## src/hw/rtl/tfe_hist_mem.sv

```systemverilog
// ----------------------------------------------------------------------------
// tfe_hist_mem
// Stereo sample history: one write port and one registered read port.
// ----------------------------------------------------------------------------
module tfe_hist_mem #(
    parameter int DEPTH  = 101,
    parameter int DATA_W = 48,
    localparam int AW    = $clog2(DEPTH)
) (
    input  logic              i_clk,
    input  logic              i_we,
    input  logic [AW-1:0]     i_waddr,
    input  logic [DATA_W-1:0] i_wdata,
    input  logic              i_re,
    input  logic [AW-1:0]     i_raddr,
    output logic [DATA_W-1:0] o_rdata
);

    logic [DATA_W-1:0] r_mem [DEPTH];
    logic [DATA_W-1:0] r_rdata;

    always_ff @(posedge i_clk) begin
        if (i_we) begin
            r_mem[i_waddr] <= i_wdata;
        end
    end

    always_ff @(posedge i_clk) begin
        if (i_re) begin
            r_rdata <= r_mem[i_raddr];
        end
    end

    assign o_rdata = r_rdata;

endmodule

```

## config.mk

```make
export PLATFORM = sky130hd
export DESIGN_NAME = tfe_hist_mem
export DESIGN_NICKNAME = d
export VERILOG_FILES = /design/src/hw/rtl/tfe_hist_mem.sv
export SDC_FILE = /design/constraint.sdc
export NUM_CORES = 2
export LEC_CHECK = 0
export BUFFER_PORTS_ARGS = -buffer_cell sky130_fd_sc_hd__buf_2
export CORE_UTILIZATION = 43
export CTS_BUF_LIST = sky130_fd_sc_hd__clkbuf_8
export CTS_CLUSTER_SIZE = 8
export DETAILED_ROUTE_END_ITERATION = 12
export PLACE_DENSITY_LB_ADDON = 0.3
export SLEW_MARGIN = 5
export SYNTH_ARGS = -nofsm -noshare
export SYNTH_HDL_FRONTEND = slang
export SYNTH_MEMORY_MAX_BITS = 65536
export SYNTH_SLANG_ARGS = --single-unit
```

## constraint.sdc

```tcl
create_clock -name i_clk -period 6.3 [get_ports i_clk]
set_input_delay 0.945 -clock i_clk [delete_from_list [all_inputs] [get_ports i_clk]]
set_output_delay 0.945 -clock i_clk [all_outputs]
set_load 0.005 [all_outputs]
```

==> flow_summary.toml <==
[critical_path]
rrSetupSlack_ns = 3.30
crit_type = "in -> reg"
cp_data_required_time_ns = 7.20
cp-start-kind = "primary input"
endpoint_kind = "flip-flop"
arrival_ns = 4.91
worst-path-max-fanout = 107
r2r_end = "o_rdata[32]$_DFFE_PP_"
reg2reg_from = "r_mem[75][32]$_DFFE_PP_"
reg2reg_depth = 5

[power_and_ir_drop]
clockPowerShare_pct = 37.2
cell_internal_pwr_uw = 48400
p_comb_share_pct = 5.2
power.switching_uw = 14300
powerDensity_mw_per_mm2 = 299
leakagePower_uw = 0.0681
p_seq_share_pct = 57.6
swShare_pct = 22.9
fin_total_pwr_uw = 62700
ir_drop_uv = 227

[synth]
synthSimpleGateAreaFrac_pct = 1.45
synth_top_family_by_area = "multiplexers"
synth_adder_area_share_pct = 0
synth_edf_count = 4896
yosysUniqueCellTypes = 41
async_flop_share_pct = 0
avgSynthCellArea_um2 = 21.9
synth_nets = 8641
ys_seq_elements = 4896
seq_area_frac_synth_pct = 78.4
synth_mux_area_share_pct = 15.8
synth_xor_area_share_pct = 0
ys_warn_count = 0
synth_ff_type = "edfxtp_1"
syn_area_mm2 = 0.187
syn_inst = 8576
synth_compound_area_share_pct = 2.81

[detailed_routing]
wirelength_mm = 541
first_pass_iters = 6
viasPerCell = 6.07
drc = 0
wl_per_cell_um = 34.6
dr.first_iter.drc_count = 12200
vias = 95000
ant_nets = 0

[hold_path]
min-delay-start = "i_wdata[5]"
min_to = "r_mem[61][5]$_DFFE_PP_"
hp-class = "in -> reg"
hold_depth = 1

[finish]
utilization_pct = 48.4
syn2layout_area_growth_pct = 12.1
layout.nets = 9419
finalNonFillerCells = 15700
drive_above_1_share_pct = 24.6
final_common_cell = "edfxtp_1"
layout_common_cells = "edfxtp_1, mux2i_1, mux4_2, clkbuf_8, buf_4"

[cts]
insertion_delay_ns = 1.27
clock_sinks = 4896
clk_pin_slew_ns = 0.06
cts.path.max_buffers = 4
cts_buffers = 760
root_buffer = "clkbuf_8"
cts_tree = "yes"
htree_levels = 6

[place]
io_buffer_count = 112
gp_congestion = 0.832
dp_hpwl_mm = 311
dp.cells = 14300

[global_route]
grt_usage_pct = 24.2
grt_max_degree = 119
grt_overflow = 0
grt_pass1_vias = 95000
antenna_found_initial = 66
grt_pass1_wl_mm = 741

[die]
fp-row-count = 242
dieArea_mm2 = 0.438
die_x_um = 662
die_h_um = 662
start_util_pct = 43.2
core-area_mm2 = 0.434
io_pins = 113

[timing]
finalHoldViolations = 0
slew_headroom_pct = 4.56
fin_skew_ns = 0.0614
period_needed_ns = 4.01
setup_viol = 0
fmax_mhz = 249
finalCritPeriodShare_pct = 63.7
rsz0062_at_grt = "false"
drv_slew = 0
tightestPinTransition_ns = 1.43
tns_ns = 0

[status]
status = "completed"

[job]
drv_cap = 0
-- routing by layer --
layer  global-route usage [%]  routed length (µm)
met5                        0                 109
met4                     9.43               21900
met3                     4.86               52800
met2                     38.4              255000
met1                     33.2              211000
-- state kept, by name, indices dropped and copies added, names as in the netlist --
signal   count
o_rdata     48
r_mem     4848
-- synth_stat cells (59+ instances only) --
master / number / area, µm²
edfxtp_1: 4896 / 147000
mux2i_1: 912 / 9130
mux4_2: 864 / 19500
clkbuf_1: 207 / 777
a22oi_1: 199 / 1490
nor2_1: 195 / 732
nand2_1: 166 / 623
a21oi_1: 138 / 691
buf_2: 119 / 596
nand3_1: 109 / 546
mux2_2: 97 / 1090
o22ai_1: 96 / 601
buf_4: 74 / 556
nor2b_1: 60 / 375
a211oi_1: 59 / 443
-- worst max-delay path by stage --
stage / startpoint / to / slack, ns / cells after the start
final: i_raddr[0] / o_rdata[47]$_DFFE_PP_ / 2.29 / 10
after detailed placement: i_raddr[0] / o_rdata[47]$_DFFE_PP_ / 1.07 / 10
after floorplan: i_waddr[5] / r_mem[58][0]$_DFFE_PP_ / 0.93 / 4
after global routing: i_raddr[0] / o_rdata[47]$_DFFE_PP_ / 2.24 / 10
after CTS: i_raddr[0] / o_rdata[47]$_DFFE_PP_ / 2.39 / 10
after global placement: i_raddr[0] / o_rdata[47]$_DFFE_PP_ / 1.04 / 10
-- cell type report --
class | count | area, µm²
Antenna cell | 49 | 123
Clock buffer | 767 | 10600
Clock inverter | 509 | 2310
Fill cell | 35100 | 224000
Inverter | 1 | 3.75
Multi-Input combinational cell | 3193 | 38500
Sequential cell | 4896 | 147000
Tap cell | 5734 | 7170
Timing Repair Buffer | 502 | 4320
-- what timing repair did --
action | in CTS | in global routing
hold buffers | 8 | 0
buffers inserted | 0 | 0
resized for setup | 0 | 0
hold endpoints to repair | 85 | 0
-- through the flow --
stage	instance area, µm²	worst slack (ns)	hold slack, ns
2_1_floorplan	187000	0.928	0.804
3_3_place_gp	197000	1.04	0.854
3_5_place_dp	197000	1.07	0.886
4_1_cts	210000	2.39	0.0132
5_1_grt	210000	2.24	0.0627
6_report	210000	2.29	0.104
-- logic make-up after synthesis --
kind of cell,after synthesis
compound gates,720
buf+inv,487
flops,4896
mux,1873
simple gates,600
-- critical path, cell delays in order --
cell	delay (ns)
buf_12	0.52
buf_12	0.32
buf_12	0.24
buf_12	0.24
buf_4	0.35
mux4_2	0.29
mux2_2	0.18
nand2_1	0.06
a41o_1	0.48
nor4_1	0.86
-- power groups by stage --
stage	clock, µW	combinational [µW]	sequential, µW
finish	23300	3250	36100
global route	24900	3390	36100
CTS	23700	3260	36100
detailed placement	0	3250	36800
global placement	0	3190	36800
floorplan	0	1680	36700
(Power assumes the default switching activity.)
