`src/hw/rtl/tfe_pkg.sv`:
```
// ----------------------------------------------------------------------------
// tfe_pkg
// Shared types and constants of the stereo tilt equalizer: word formats,
// register indexes, lane operations, sequencer states and control bundle.
// ----------------------------------------------------------------------------
package tfe_pkg;

    localparam int SAMPLE_W   = 24;
    localparam int TAP_W      = 7;
    localparam int SLANT_W    = 16;
    localparam int CFG_IDX_W  = 2;
    localparam int CFG_DATA_W = 16;
    localparam int QUO_W      = SAMPLE_W + 2;
    localparam int STEP_CNT_W = $clog2(QUO_W);

    localparam logic [CFG_IDX_W-1:0] CFG_TAP_COUNT = 2'd0;
    localparam logic [CFG_IDX_W-1:0] CFG_SLANT     = 2'd1;

    localparam logic [TAP_W-1:0]   TAP_RESET   = 7'd1;
    localparam logic [SLANT_W-1:0] SLANT_RESET = 16'h8000;

    typedef struct packed {
        logic signed [SAMPLE_W-1:0] left_sample;
        logic signed [SAMPLE_W-1:0] right_sample;
    } t_in_word;

    typedef struct packed {
        logic signed [SAMPLE_W-1:0] left_out;
        logic signed [SAMPLE_W-1:0] right_out;
    } t_out_word;

    typedef enum logic [2:0] {
        LOP_HOLD,
        LOP_MAC_FIRST,
        LOP_MAC,
        LOP_PREP,
        LOP_MUL,
        LOP_DIV_INIT,
        LOP_DIV,
        LOP_FIN
    } t_lane_op;

    typedef enum logic [1:0] {
        WSEL_ZERO,
        WSEL_SHIFT,
        WSEL_SAMPLE
    } t_wsel;

    typedef enum logic [3:0] {
        ST_CLEAR,
        ST_IDLE,
        ST_LOAD,
        ST_SHIFT,
        ST_WR0,
        ST_MUL,
        ST_DIV_INIT,
        ST_DIV,
        ST_FIN,
        ST_DONE
    } t_seq_state;

    typedef struct packed {
        t_lane_op op;
        logic     sel_hist;
        logic     mem_we;
        t_wsel    wsel;
        logic     mem_re;
        logic     out_load;
        logic     in_ready;
    } t_seq_ctl;

endpackage

```
`src/hw/rtl/tfe_lane.sv`:
```
// ----------------------------------------------------------------------------
// tfe_lane
// One channel's arithmetic: multiply-accumulate of the weighted window,
// shift-add scaling by slant, restoring divide by N^2 with rounding,
// then add to the sample and saturate.
// ----------------------------------------------------------------------------
module tfe_lane import tfe_pkg::*; #(
    parameter int MAX_TAPS = 100,
    localparam int NW      = $clog2(MAX_TAPS + 1),
    localparam int WB      = 2 * NW + 1
) (
    input  logic                       i_clk,
    input  t_lane_op                   i_op,
    input  logic signed [SAMPLE_W-1:0] i_sample,
    input  logic signed [WB-1:0]       i_weight,
    input  logic [2*NW-1:0]            i_den,
    input  logic signed [SLANT_W-1:0]  i_slant,
    output logic signed [SAMPLE_W-1:0] o_y
);

    localparam int CW = SAMPLE_W + 2 * NW + 2;
    localparam int PW = CW + SLANT_W - 1;
    localparam int DW = PW + 1 - (SLANT_W - 1);
    localparam int RW = 2 * NW + 1;
    localparam int YW = QUO_W + 2;
    localparam logic signed [YW-1:0] Y_HI = YW'((2 ** (SAMPLE_W - 1)) - 1);
    localparam logic signed [YW-1:0] Y_LO = -Y_HI - YW'(1);

    logic signed [SAMPLE_W-1:0] r_x;
    logic signed [CW-1:0]       r_acc;
    logic [CW-1:0]              r_mc;
    logic [SLANT_W-1:0]         r_sm;
    logic                       r_neg;
    logic [PW-1:0]              r_prod;
    logic [RW-1:0]              r_rem;
    logic [QUO_W-1:0]           r_dq;
    logic signed [SAMPLE_W-1:0] r_y;

    logic signed [SAMPLE_W+WB-1:0] mac_p;
    logic [PW:0]                   num;
    logic [DW-1:0]                 dvd;
    logic [RW:0]                   trial;
    logic                          fits;
    logic signed [YW-1:0]          y_sum;

    assign mac_p = i_sample * i_weight;
    assign num   = {1'b0, r_prod} + ((PW + 1)'(i_den) << (SLANT_W - 2));
    assign dvd   = num[PW:SLANT_W-1];
    assign trial = {r_rem, r_dq[QUO_W-1]};
    assign fits  = (trial >= (RW + 1)'(i_den));
    assign y_sum = r_neg ? (YW'(r_x) - $signed({2'b00, r_dq}))
                         : (YW'(r_x) + $signed({2'b00, r_dq}));

    always_ff @(posedge i_clk) begin
        case (i_op)
            LOP_MAC_FIRST: begin
                r_x   <= i_sample;
                r_acc <= CW'(mac_p);
            end
            LOP_MAC: begin
                r_acc <= r_acc + CW'(mac_p);
            end
            LOP_PREP: begin
                r_mc   <= r_acc[CW-1] ? -r_acc : r_acc;
                r_sm   <= i_slant[SLANT_W-1] ? -i_slant : i_slant;
                r_neg  <= r_acc[CW-1] ^ i_slant[SLANT_W-1];
                r_prod <= '0;
            end
            LOP_MUL: begin
                r_prod <= {r_prod[PW-2:0], 1'b0} + (r_sm[SLANT_W-1] ? PW'(r_mc) : '0);
                r_sm   <= {r_sm[SLANT_W-2:0], 1'b0};
            end
            LOP_DIV_INIT: begin
                r_rem <= dvd[DW-1:QUO_W];
                r_dq  <= dvd[QUO_W-1:0];
            end
            LOP_DIV: begin
                r_rem <= fits ? RW'(trial - (RW + 1)'(i_den)) : trial[RW-1:0];
                r_dq  <= {r_dq[QUO_W-2:0], fits};
            end
            LOP_FIN: begin
                if (y_sum > Y_HI) begin
                    r_y <= Y_HI[SAMPLE_W-1:0];
                end else if (y_sum < Y_LO) begin
                    r_y <= Y_LO[SAMPLE_W-1:0];
                end else begin
                    r_y <= y_sum[SAMPLE_W-1:0];
                end
            end
            default: begin
            end
        endcase
    end

    assign o_y = r_y;

endmodule

```
`config.mk`:
```
export PLATFORM = sky130hd
export DESIGN_NAME = tfe_lane
export DESIGN_NICKNAME = d
export VERILOG_FILES = /design/src/hw/rtl/tfe_pkg.sv /design/src/hw/rtl/tfe_lane.sv
export SDC_FILE = /design/constraint.sdc
export NUM_CORES = 2
export LEC_CHECK = 0
export BUFFER_PORTS_ARGS = -buffer_cell sky130_fd_sc_hd__clkbuf_2
export CORE_MARGIN = 2
export CORE_UTILIZATION = 25
export DETAILED_ROUTE_END_ITERATION = 16
export RECOVER_POWER = 100
export SETUP_SLACK_MARGIN = 0.15
export SYNTH_ARGS = -nofsm -noshare
export SYNTH_HDL_FRONTEND = slang
export SYNTH_SLANG_ARGS = --single-unit
```
`constraint.sdc`:
```
create_clock -name i_clk -period 12.1 [get_ports i_clk]
set_input_delay 1.815 -clock i_clk [delete_from_list [all_inputs] [get_ports i_clk]]
set_output_delay 1.815 -clock i_clk [all_outputs]
set_load 0.05 [all_outputs]
```
==> metrics <==
pin count of the biggest net entering global routing=72; worst-path cell with the longest stage delay=clkbuf_1; post-CTS sizing=0; relative slew slack=-190.9%; Reg2Reg Depth=18; ANT nets after route=0; EDFF count, synth=241; WP buf/inv=4; total negative slack=0 ns; ys async rst share=0%; Crit path largest cell delay=0.92 ns; top cells by area, synth=edfxtp_1 24%, fa_1 22%, ha_1 9.9%, inv_1 5.5%, nand2_1 4.8%; vias per cell=4.705; flop2flop setup slack=5.85 ns; root buffer cell=clkbuf_16; 1st-pass router iterations=6; Nets=4025; synthesized netlist cell count=3338; postcts setup bufs=0; Synth Cell Area=30760 um2; Synth top area share=23.53%; endpoints failing setup=0; total gr overflow=0; WL/cell=17.02 um; Post-CTS Hold Fix Bufs=0; Min-Delay Startpoint=r_sm[1]; GRT Util Overall=13.48%; CTS tree=yes; die area=125900 um2; Clock Skews=0.01368 ns; Mapped Avg Cell Area=9.214 um2; fin crit share=86.07%; status=finished, violations left; die width=354.8 um; final slew viol count=515; r2r endpoint=o_y[7]; Post-synth top cells=450 x inv_1, 393 x nand2_1, 344 x fa_1; worst min-delay path category=reg -> reg; max cap viols=12; Crit. End Element=flop; vias in the first global route=24067; Area Overhead vs Synth=9.588%; Clock Sinks=241; Synth Register Bits=241; number of buffers created by CTS=31; CP required=12.45 ns; min Tclk post-route=10.41 ns; Final Util=27.66%; Post-synth top flop=edfxtp_1; failing checks=capacitance limit, slew limit; Arrival @ worst endpoint=10.76 ns; DRC Markers=0; Starting Density=25.24%; Tightest Pin Transition=4.364 ns; share of cells above drive strength 1=3.689%; WL final=85300 um; Worst R2R Start=r_dq[2]; num rows=128; Setup crit start kind=input pin; Clk Latency, worst-skew pair=0.59 ns; number of fill cells=13016; CTS Buffer Depth=3; synth warn=0; sequential fraction of the synthesis area=23.53%; Crit Path Class=in -> reg; io pins=97; first-pass GRT wire length=135000 um; H-tree lvl count=1; final hold violations=0; Die Y=354.8 um; most common cell in the netlist=inv_1; Initial DRC Count=1648; Worst-path clk slew=0.06 ns; Syn Nets=3998; core area=121900 um2; Crit path top cell by count=fa_1; DR vias=23588; Hold Path Depth=2; diodes inserted=0; unrepaired setup endpoints after global routing=false; CP top delay family=adder cells; input/output buffers=96; Crit Path Max Fanout=16; initial antenna violation count=5; DPL Wire Length=66710 um; largest area contributor in the netlist=edfxtp_1; post-synth cell types=84; fmax=96.02 MHz; Placer Congestion=0.8904; worst hold endpoint=r_sm[2]
-- metrics by stage --
step / cells / setup WS, ns / instance area [um2] / hold WS [ns]
after CTS: 5013 / 2.147 / 33900 / 0.5232
after floorplan: 3338 / 2.505 / 30760 / 0.4963
after global routing: 5013 / 1.146 / 33710 / 0.5374
final: 5013 / 1.685 / 33710 / 0.5214
after detailed placement: 4957 / 1.502 / 32970 / 0.5077
after global placement: 4957 / 1.533 / 32970 / 0.5011
-- worst min-delay path, cell delays in order, from the launching register on --
cell,delay [ns]
edfxtp_1,0.32
nand2_1,0.04
o21ai_0,0.06
-- per-layer routing --
| metal | global-route usage, % | part of all wire [%] | wire [um] |
|---|---|---|---|
| met1 | 19.00 | 46 | 39500 |
| met2 | 21.96 | 46 | 38850 |
| met3 | 1.892 | 6.3 | 5361 |
| met4 | 2.746 | 1.9 | 1585 |
| met5 | 0 | 0 | 0 |
-- cells in the final DEF (no fill, tap or decap), types with 7 or more instances in the layout --
master | netlist | final
a2111oi_0 | 6 | 7
a211oi_1 | 20 | 20
a21boi_0 | 8 | 11
a21o_1 | 69 | 69
a21oi_1 | 167 | 167
a31oi_1 | 23 | 24
and2_0 | 1 | 8
and2_1 | 187 | 180
and3_1 | 25 | 25
and4_1 | 9 | 9
clkbuf_1 | 104 | 68
clkbuf_16 | 0 | 31
clkbuf_2 | 3 | 43
edfxtp_1 | 241 | 241
fa_1 | 344 | 344
ha_1 | 243 | 243
inv_1 | 450 | 450
mux2_2 | 13 | 11
nand2_1 | 393 | 393
nand2b_1 | 35 | 35
nand3_1 | 42 | 42
nand4_1 | 17 | 18
nor2_1 | 181 | 179
nor2b_1 | 21 | 21
nor3_1 | 48 | 47
nor4_1 | 11 | 11
o211ai_1 | 15 | 15
o21a_1 | 25 | 25
o21ai_0 | 192 | 195
o21bai_1 | 18 | 18
o31ai_1 | 21 | 24
o41ai_1 | 9 | 10
or2_2 | 9 | 8
or3_1 | 38 | 38
or4_1 | 8 | 8
xnor2_1 | 163 | 163
xor2_1 | 87 | 87
-- flip-flops by register name, summed over array words and instances, names as in the netlist --
signal	count
o_y	24
r_prod	55
r_acc	40
r_mc	40
r_sm	16
r_rem	15
r_x	24
r_dq	26
r_neg	1
-- area by class of cell --
type,instances,area (um2),area share [%]
inverters,450,1689,5.011
well taps,1625,2033,6.032
clock inverters,18,127.6,0.3786
multi-input cells,2535,21360,63.37
flip-flops and latches,241,7237,21.47
clock buffers,38,802.0,2.379
repair buffers,106,459.2,1.362
-- cells by family (layout without fill, tap and decap cells) --
group | count (synthesis) | after routing | synth area share (%)
xor gates and xnor gates | 250 | 250 | 7.119
buffers and inverters | 562 | 612 | 6.883
AOI/OAI and AO/OA | 636 | 636 | 13.07
and+or+nand+nor | 1045 | 1045 | 16.52
adders and majority gates | 587 | 587 | 32.28
muxes | 17 | 17 | 0.6061
DFF | 241 | 241 | 23.53
-- how the worst max path moves through the flow --
stage | from | endpoint | cells after the start
2_1_floorplan | i_sample[3] | r_acc[36] | 33
3_5_place_dp | i_weight[14] | r_acc[36] | 31
3_3_place_gp | i_weight[4] | r_acc[36] | 33
4_1_cts | i_weight[14] | r_acc[36] | 31
6_report | i_sample[12] | r_acc[36] | 31
5_1_grt | i_sample[12] | r_acc[38] | 31
Power is not shown: default switching activity piles up to over one toggle a cycle in this logic, so the estimate is an artifact.
