**src/hw/rtl/tfe_pkg.sv**
```systemverilog
// ----------------------------------------------------------------------------
// tfe_pkg
// Shared types and constants of the stereo tilt equalizer: word formats,
// register indexes, lane operations, sequencer states and control bundle.
// ----------------------------------------------------------------------------
package tfe_pkg;

    localparam int SAMPLE_W   = 24;
    localparam int TAP_W      = 7;
    localparam int SLANT_W    = 16;
    localparam int CFG_IDX_W  = 2;
    localparam int CFG_DATA_W = 16;
    localparam int QUO_W      = SAMPLE_W + 2;
    localparam int STEP_CNT_W = $clog2(QUO_W);

    localparam logic [CFG_IDX_W-1:0] CFG_TAP_COUNT = 2'd0;
    localparam logic [CFG_IDX_W-1:0] CFG_SLANT     = 2'd1;

    localparam logic [TAP_W-1:0]   TAP_RESET   = 7'd1;
    localparam logic [SLANT_W-1:0] SLANT_RESET = 16'h8000;

    typedef struct packed {
        logic signed [SAMPLE_W-1:0] left_sample;
        logic signed [SAMPLE_W-1:0] right_sample;
    } t_in_word;

    typedef struct packed {
        logic signed [SAMPLE_W-1:0] left_out;
        logic signed [SAMPLE_W-1:0] right_out;
    } t_out_word;

    typedef enum logic [2:0] {
        LOP_HOLD,
        LOP_MAC_FIRST,
        LOP_MAC,
        LOP_PREP,
        LOP_MUL,
        LOP_DIV_INIT,
        LOP_DIV,
        LOP_FIN
    } t_lane_op;

    typedef enum logic [1:0] {
        WSEL_ZERO,
        WSEL_SHIFT,
        WSEL_SAMPLE
    } t_wsel;

    typedef enum logic [3:0] {
        ST_CLEAR,
        ST_IDLE,
        ST_LOAD,
        ST_SHIFT,
        ST_WR0,
        ST_MUL,
        ST_DIV_INIT,
        ST_DIV,
        ST_FIN,
        ST_DONE
    } t_seq_state;

    typedef struct packed {
        t_lane_op op;
        logic     sel_hist;
        logic     mem_we;
        t_wsel    wsel;
        logic     mem_re;
        logic     out_load;
        logic     in_ready;
    } t_seq_ctl;

endpackage

```
**src/hw/rtl/tfe_seq.sv**
```systemverilog
// ----------------------------------------------------------------------------
// tfe_seq
// Sequencer: history clearing sweep, shift and accumulate pass through the
// memory, multiply and divide step counts, result hand-off.
// ----------------------------------------------------------------------------
module tfe_seq import tfe_pkg::*; #(
    parameter int MAX_TAPS = 100,
    localparam int NW      = $clog2(MAX_TAPS + 1),
    localparam int WB      = 2 * NW + 1
) (
    input  logic                 i_clk,
    input  logic                 i_rst_n,
    input  logic                 i_in_valid,
    input  logic                 i_out_free,
    input  logic [TAP_W-1:0]     i_tap,
    input  logic                 i_tap_we,
    input  logic [TAP_W-1:0]     i_tap_wdata,
    output t_seq_ctl             o_ctl,
    output logic [NW-1:0]        o_waddr,
    output logic [NW-1:0]        o_raddr,
    output logic signed [WB-1:0] o_weight,
    output logic [2*NW-1:0]      o_den
);

    localparam int CMP_W = ((NW > TAP_W) ? NW : TAP_W) + 1;

    t_seq_state              r_state, n_state;
    logic [NW-1:0]           r_n;
    logic [2*NW-1:0]         r_n2;
    logic [NW-1:0]           r_cur, n_cur;
    logic [NW-1:0]           r_lo, n_lo;
    logic [STEP_CNT_W-1:0]   r_cnt, n_cnt;

    logic [NW-1:0]           win_cur;
    logic [NW-1:0]           win_new;
    logic [NW-1:0]           lo_next;
    logic [NW-1:0]           rd_first;
    logic [NW:0]             jp1;
    logic [NW-1:0]           span;
    logic signed [WB-1:0]    w_first;
    logic signed [WB-1:0]    w_hist;

    function automatic logic [NW-1:0] f_window(input logic [TAP_W-1:0] tap);
        logic [CMP_W-1:0] t;
        begin
            t = CMP_W'(tap);
            if (t == '0) begin
                return NW'(1);
            end else if (t > CMP_W'(MAX_TAPS)) begin
                return NW'(MAX_TAPS);
            end else begin
                return NW'(t);
            end
        end
    endfunction

    assign win_cur  = f_window(i_tap);
    assign win_new  = f_window(i_tap_wdata);
    assign lo_next  = (i_tap_we && (win_new < r_lo)) ? win_new : r_lo;
    assign rd_first = (r_n == NW'(MAX_TAPS)) ? NW'(MAX_TAPS - 1) : r_n;
    assign jp1      = {1'b0, r_cur} + (NW + 1)'(1);
    assign span     = r_n - r_cur - NW'(1);
    assign w_first  = $signed({1'b0, r_n2}) - $signed({{NW{1'b0}}, r_n, 1'b0});
    assign w_hist   = (jp1 < {1'b0, r_n}) ? -$signed({{NW{1'b0}}, span, 1'b0}) : '0;
    assign o_den    = r_n2;

    // next state
    always_comb begin
        n_state = r_state;
        case (r_state)
            ST_CLEAR: begin
                if (r_cur <= lo_next) begin
                    n_state = ST_IDLE;
                end
            end
            ST_IDLE: begin
                if (i_tap_we) begin
                    n_state = ST_CLEAR;
                end else if (i_in_valid) begin
                    n_state = ST_LOAD;
                end
            end
            ST_LOAD: begin
                n_state = ST_SHIFT;
            end
            ST_SHIFT: begin
                if (r_cur == '0) begin
                    n_state = ST_WR0;
                end
            end
            ST_WR0: begin
                n_state = ST_MUL;
            end
            ST_MUL: begin
                if (r_cnt == STEP_CNT_W'(SLANT_W - 1)) begin
                    n_state = ST_DIV_INIT;
                end
            end
            ST_DIV_INIT: begin
                n_state = ST_DIV;
            end
            ST_DIV: begin
                if (r_cnt == STEP_CNT_W'(QUO_W - 1)) begin
                    n_state = ST_FIN;
                end
            end
            ST_FIN: begin
                n_state = ST_DONE;
            end
            ST_DONE: begin
                if (i_out_free) begin
                    n_state = ST_IDLE;
                end
            end
            default: begin
                n_state = ST_CLEAR;
            end
        endcase
    end

    // outputs
    always_comb begin
        o_ctl          = '0;
        o_ctl.op       = LOP_HOLD;
        o_ctl.wsel     = WSEL_ZERO;
        o_waddr        = r_cur;
        o_raddr        = r_cur;
        o_weight       = '0;
        case (r_state)
            ST_CLEAR: begin
                o_ctl.mem_we = 1'b1;
            end
            ST_IDLE: begin
                o_ctl.in_ready = !i_tap_we;
            end
            ST_LOAD: begin
                o_ctl.op     = LOP_MAC_FIRST;
                o_ctl.mem_re = 1'b1;
                o_raddr      = rd_first;
                o_weight     = w_first;
            end
            ST_SHIFT: begin
                o_ctl.op       = LOP_MAC;
                o_ctl.sel_hist = 1'b1;
                o_ctl.mem_we   = 1'b1;
                o_ctl.wsel     = WSEL_SHIFT;
                o_ctl.mem_re   = (r_cur != '0);
                o_waddr        = r_cur + NW'(1);
                o_raddr        = r_cur - NW'(1);
                o_weight       = w_hist;
            end
            ST_WR0: begin
                o_ctl.op     = LOP_PREP;
                o_ctl.mem_we = 1'b1;
                o_ctl.wsel   = WSEL_SAMPLE;
                o_waddr      = '0;
            end
            ST_MUL: begin
                o_ctl.op = LOP_MUL;
            end
            ST_DIV_INIT: begin
                o_ctl.op = LOP_DIV_INIT;
            end
            ST_DIV: begin
                o_ctl.op = LOP_DIV;
            end
            ST_FIN: begin
                o_ctl.op = LOP_FIN;
            end
            ST_DONE: begin
                o_ctl.out_load = i_out_free;
            end
            default: begin
            end
        endcase
    end

    // counters and pointers
    always_comb begin
        n_cur = r_cur;
        n_lo  = r_lo;
        n_cnt = r_cnt;
        case (r_state)
            ST_CLEAR: begin
                n_lo = lo_next;
                if (r_cur > lo_next) begin
                    n_cur = r_cur - NW'(1);
                end
            end
            ST_IDLE: begin
                if (i_tap_we) begin
                    n_cur = NW'(MAX_TAPS);
                    n_lo  = win_new;
                end
            end
            ST_LOAD: begin
                n_cur = rd_first;
            end
            ST_SHIFT: begin
                if (r_cur != '0) begin
                    n_cur = r_cur - NW'(1);
                end
            end
            ST_WR0, ST_DIV_INIT: begin
                n_cnt = '0;
            end
            ST_MUL, ST_DIV: begin
                n_cnt = r_cnt + STEP_CNT_W'(1);
            end
            default: begin
            end
        endcase
    end

    always_ff @(posedge i_clk) begin
        if (!i_rst_n) begin
            r_state <= ST_CLEAR;
            r_cur   <= NW'(MAX_TAPS);
            r_lo    <= '0;
            r_cnt   <= '0;
        end else begin
            r_state <= n_state;
            r_cur   <= n_cur;
            r_lo    <= n_lo;
            r_cnt   <= n_cnt;
        end
    end

    always_ff @(posedge i_clk) begin
        if (r_state == ST_IDLE) begin
            r_n  <= win_cur;
            r_n2 <= (2 * NW)'(win_cur) * (2 * NW)'(win_cur);
        end
    end

endmodule

```
**config.mk**
```make
export PLATFORM = sky130hd
export DESIGN_NAME = tfe_seq
export DESIGN_NICKNAME = d
export VERILOG_FILES = /design/src/hw/rtl/tfe_pkg.sv /design/src/hw/rtl/tfe_seq.sv
export SDC_FILE = /design/constraint.sdc
export NUM_CORES = 1
export LEC_CHECK = 0
export ABC_AREA = 1
export CORE_MARGIN = 5
export CORE_UTILIZATION = 30
export DETAILED_ROUTE_END_ITERATION = 10
export DONT_BUFFER_PORTS = 1
export HOLD_SLACK_MARGIN = 0.05
export SLEW_MARGIN = 20
export SYNTH_ARGS = -nofsm -noshare
export SYNTH_HDL_FRONTEND = slang
export SYNTH_SLANG_ARGS = --single-unit
```
**constraint.sdc**
```tcl
create_clock -name i_clk -period 7.81 [get_ports i_clk]
set_input_delay 0 -clock i_clk [delete_from_list [all_inputs] [get_ports i_clk]]
set_output_delay 0 -clock i_clk [all_outputs]
set_load 0.01 [all_outputs]
```
==> flow_metrics.tcl <==
set metrics [dict create \
    antenna_found_initial 0 \
    place_area_um2 5380 \
    die_area_um2 20100 \
    ioPinCount 72 \
    yosysTopAreaCell "ha_1" \
    internal_power_mw 0.897 \
    start_util 0.304 \
    grt_pass1_vias 4343 \
    worstSetupEndpointType "register" \
    detail-route-antenna-nets 0 \
    leakagePower_nw 2.74 \
    final_max_slew_viol_count 0 \
    synth_top_area_frac 0.154 \
    yosysMostFrequentCell "nand2_1" \
    timing.critical_path.max_delay_family "adder cells" \
    startpoint_type "input pin" \
    synth-async-reset-ratio 0 \
    final_core_util 0.328 \
    swShare 0.526 \
    hold_path_depth 1 \
    synth_mux_area_frac 0 \
    fin_crit_sh 0.537 \
    max_cap_viol_count 0 \
    grt-busiest-layer "met2" \
    yosys.area_share.adder 0.212 \
    dpl.hpwl_um 11200 \
    pwr-share-seq 0.226 \
    coreArea_um2 17100 \
    cp.arrival_ns 4.23 \
    wl_per_cell_um 14.3 \
    syn-num-nets 838 \
    ys.flop_type "dfxtp_1" \
    cp.depth 19 \
    clock_latency_ns 0.29 \
    synth_compound_area_frac 0.135 \
    grt-ovfl-total 0 \
    grt_usage 0.134 \
    fin_skew_ns 0.0103 \
    grt_max_degree 23 \
    setup_tns_ns 0 \
    cp_slowest_stage_delay_ns 0.56 \
    die_w_um 142 \
    rr_worst_depth 16 \
    p_total_mw 1.89 \
    num_antenna_cells 0 \
    min_path_type "input pin to output pin" \
    period_minus_slack_ns 4.20 \
    synth.area.top_cells "ha_1, edfxtp_1, nand2_1" \
    nets 835 \
    outcome "finished, final reports clean" \
    cts.repair_timing.setup_buffer_count 0 \
    areaGrowthSynthToFinish_pct 8.19 \
    synth-simple-area-share 0.277 \
    io_buffer_count 0 \
    setup_viol 0 \
    combPwrFrac 0.650 \
    clk_pin_slew_ns 0.06 \
    use_met3 0.0199 \
    synthCells 740 \
    critPathMaxFanout 7 \
    synthTopCellsByCount "nand2_1, inv_1, nor2_1" \
    hold_slack_ns 0.0577 \
    num_vias 4657 \
    use_met2 0.229 \
    switchingPower_mw 0.997 \
    wl_um 13700 \
    avgSynthCellArea_um2 7.02 \
    syn-cell-area_um2 5200 \
    cts.path.max_buffers 2 \
    synth.yosys.seq_area_share 0.198 \
    synth_top_family_by_area "simple AND/OR/NAND/NOR gates" \
    fmax_ghz 0.238 \
    synth_xor_area_frac 0.0604 \
    dieHeight_um 142 \
    place_congestion 0.883 \
    crit_path_cell_trace "dlygate4sd3_1 -> inv_1 -> nor2_4 -> nand2_1 -> xor2_1 -> ha_1 -> inv_1 -> fa_1 -> inv_1 -> fa_1 -> fa_1 -> ha_1 -> a21oi_1 -> inv_1 -> a21oi_1 -> nor3_1 -> a211oi_1 -> nand2_1 -> xor2_1" \
    fillCellCount 1881 \
    grt_first_pass_wirelength_um 21900 \
    drtPass1Iterations 5 \
    cts_root_buf "clkbuf_16" \
    remaining_drc_errors 0 \
    crit_type "input pin to register" \
    grtUsageMet1 0.176 \
    cts_tree "built" \
    ir_worst_vdd_uv 120 \
    ys_types 52 \
    synth_enable_flop_cells 19 \
    drt_iter0_drc 250 \
    yosys_warnings 0 \
    rows 48 \
    htree_levels 2 \
    clockPowerShare 0.124 \
    finalInstanceArea_um2 5620 \
    p_per_area_nw_per_um2 337 \
    crit_slowest_cell "fa_1" \
    rsz0062_at_grt "no" \
    viasPerCell 4.84 \
    cts.sinks 42 \
    crit_top_cell "inv_1" \
    path_buf_inv 5 \
    hold_violations 0 \
    cts_made_buffers 5 \
    drive_gt1_frac 0.0759 \
    critical_path_required_ns 7.84 \
    worst_slew_pin_slew_ns 0.674 \
    synth-seq-cells 42 \
    slew_headroom 0.550 \
]
-- cells in the final DEF, fill, tap and decap left out, types with 6 or more instances in the layout --
master	netlist	layout
nand3_1	38	38
dlygate4sd3_1	0	7
dfxtp_1	23	23
xnor2_1	8	8
nor3_1	7	7
inv_1	115	115
o21ai_1	17	17
nand4_1	13	13
nor2_1	72	72
nand2_1	142	142
ha_1	64	64
a21oi_1	50	50
inv_2	15	15
o21ai_0	22	22
o211ai_1	9	9
clkbuf_16	0	6
fa_1	15	15
edfxtp_1	19	19
xor2_1	26	26
-- repair_timing --
action,in CTS,in global routing
resized for setup,0,0
setup endpoints to repair,0,0
hold buffers,7,0
hold endpoints to repair,17,0
-- power groups by stage --
stage | clock (mW) | combinational [mW] | sequential [mW]
2_1_floorplan | 0 | 1.01 | 0.387
4_1_cts | 0.244 | 1.24 | 0.428
3_3_place_gp | 0 | 1.22 | 0.434
6_report | 0.235 | 1.23 | 0.428
5_1_grt | 0.251 | 1.39 | 0.437
3_5_place_dp | 0 | 1.23 | 0.434
-- state kept, by name, summed over array words and instances (netlist names) --
| register | flops |
|---|---|
| o_den | 12 |
| r_cnt | 5 |
| r_state | 4 |
| r_cur | 7 |
| r_n | 7 |
| r_lo | 7 |
-- through the flow --
stage | setup WS, ns | instances
after floorplan | 3.79 | 740
after global placement | 3.61 | 948
after detailed placement | 3.51 | 948
after CTS | 3.60 | 963
after global routing | 3.35 | 963
final | 3.61 | 963
-- routing by layer --
layer | wire, um | share of wire
met1 | 6120 | 0.45
met2 | 6770 | 0.49
met3 | 628 | 0.046
met4 | 212 | 0.015
met5 | 0 | 0
-- logic make-up after synthesis --
logic type	count (synthesis)
and+or+nand+nor	310
buffers and inverters	151
AOI/OAI and AO/OA	122
adders and majority gates	79
DFF	42
xor gates and xnor gates	35
other	1
-- area by class of cell --
type                       count  area, um2  area share
tap                          225        282      0.0501
clock buffer                   8        168      0.0298
multi-input combinational    547       3560       0.633
inverter                     133        504      0.0897
timing repair buffer           8       77.6      0.0138
sequential                    42       1030       0.183
-- worst paths after layout --
path / start / endpoint / slack, ns
worst max register to register: r_lo[6] / r_state[0] / 4.70
worst min register to register: r_lo[0] / r_lo[0] / 0.49
worst max-delay path: i_tap[1] / o_den[13] / 3.61
worst min-delay path: i_tap_we / o_ctl[0] / 0.06
Power figures use the tool's default switching activity.
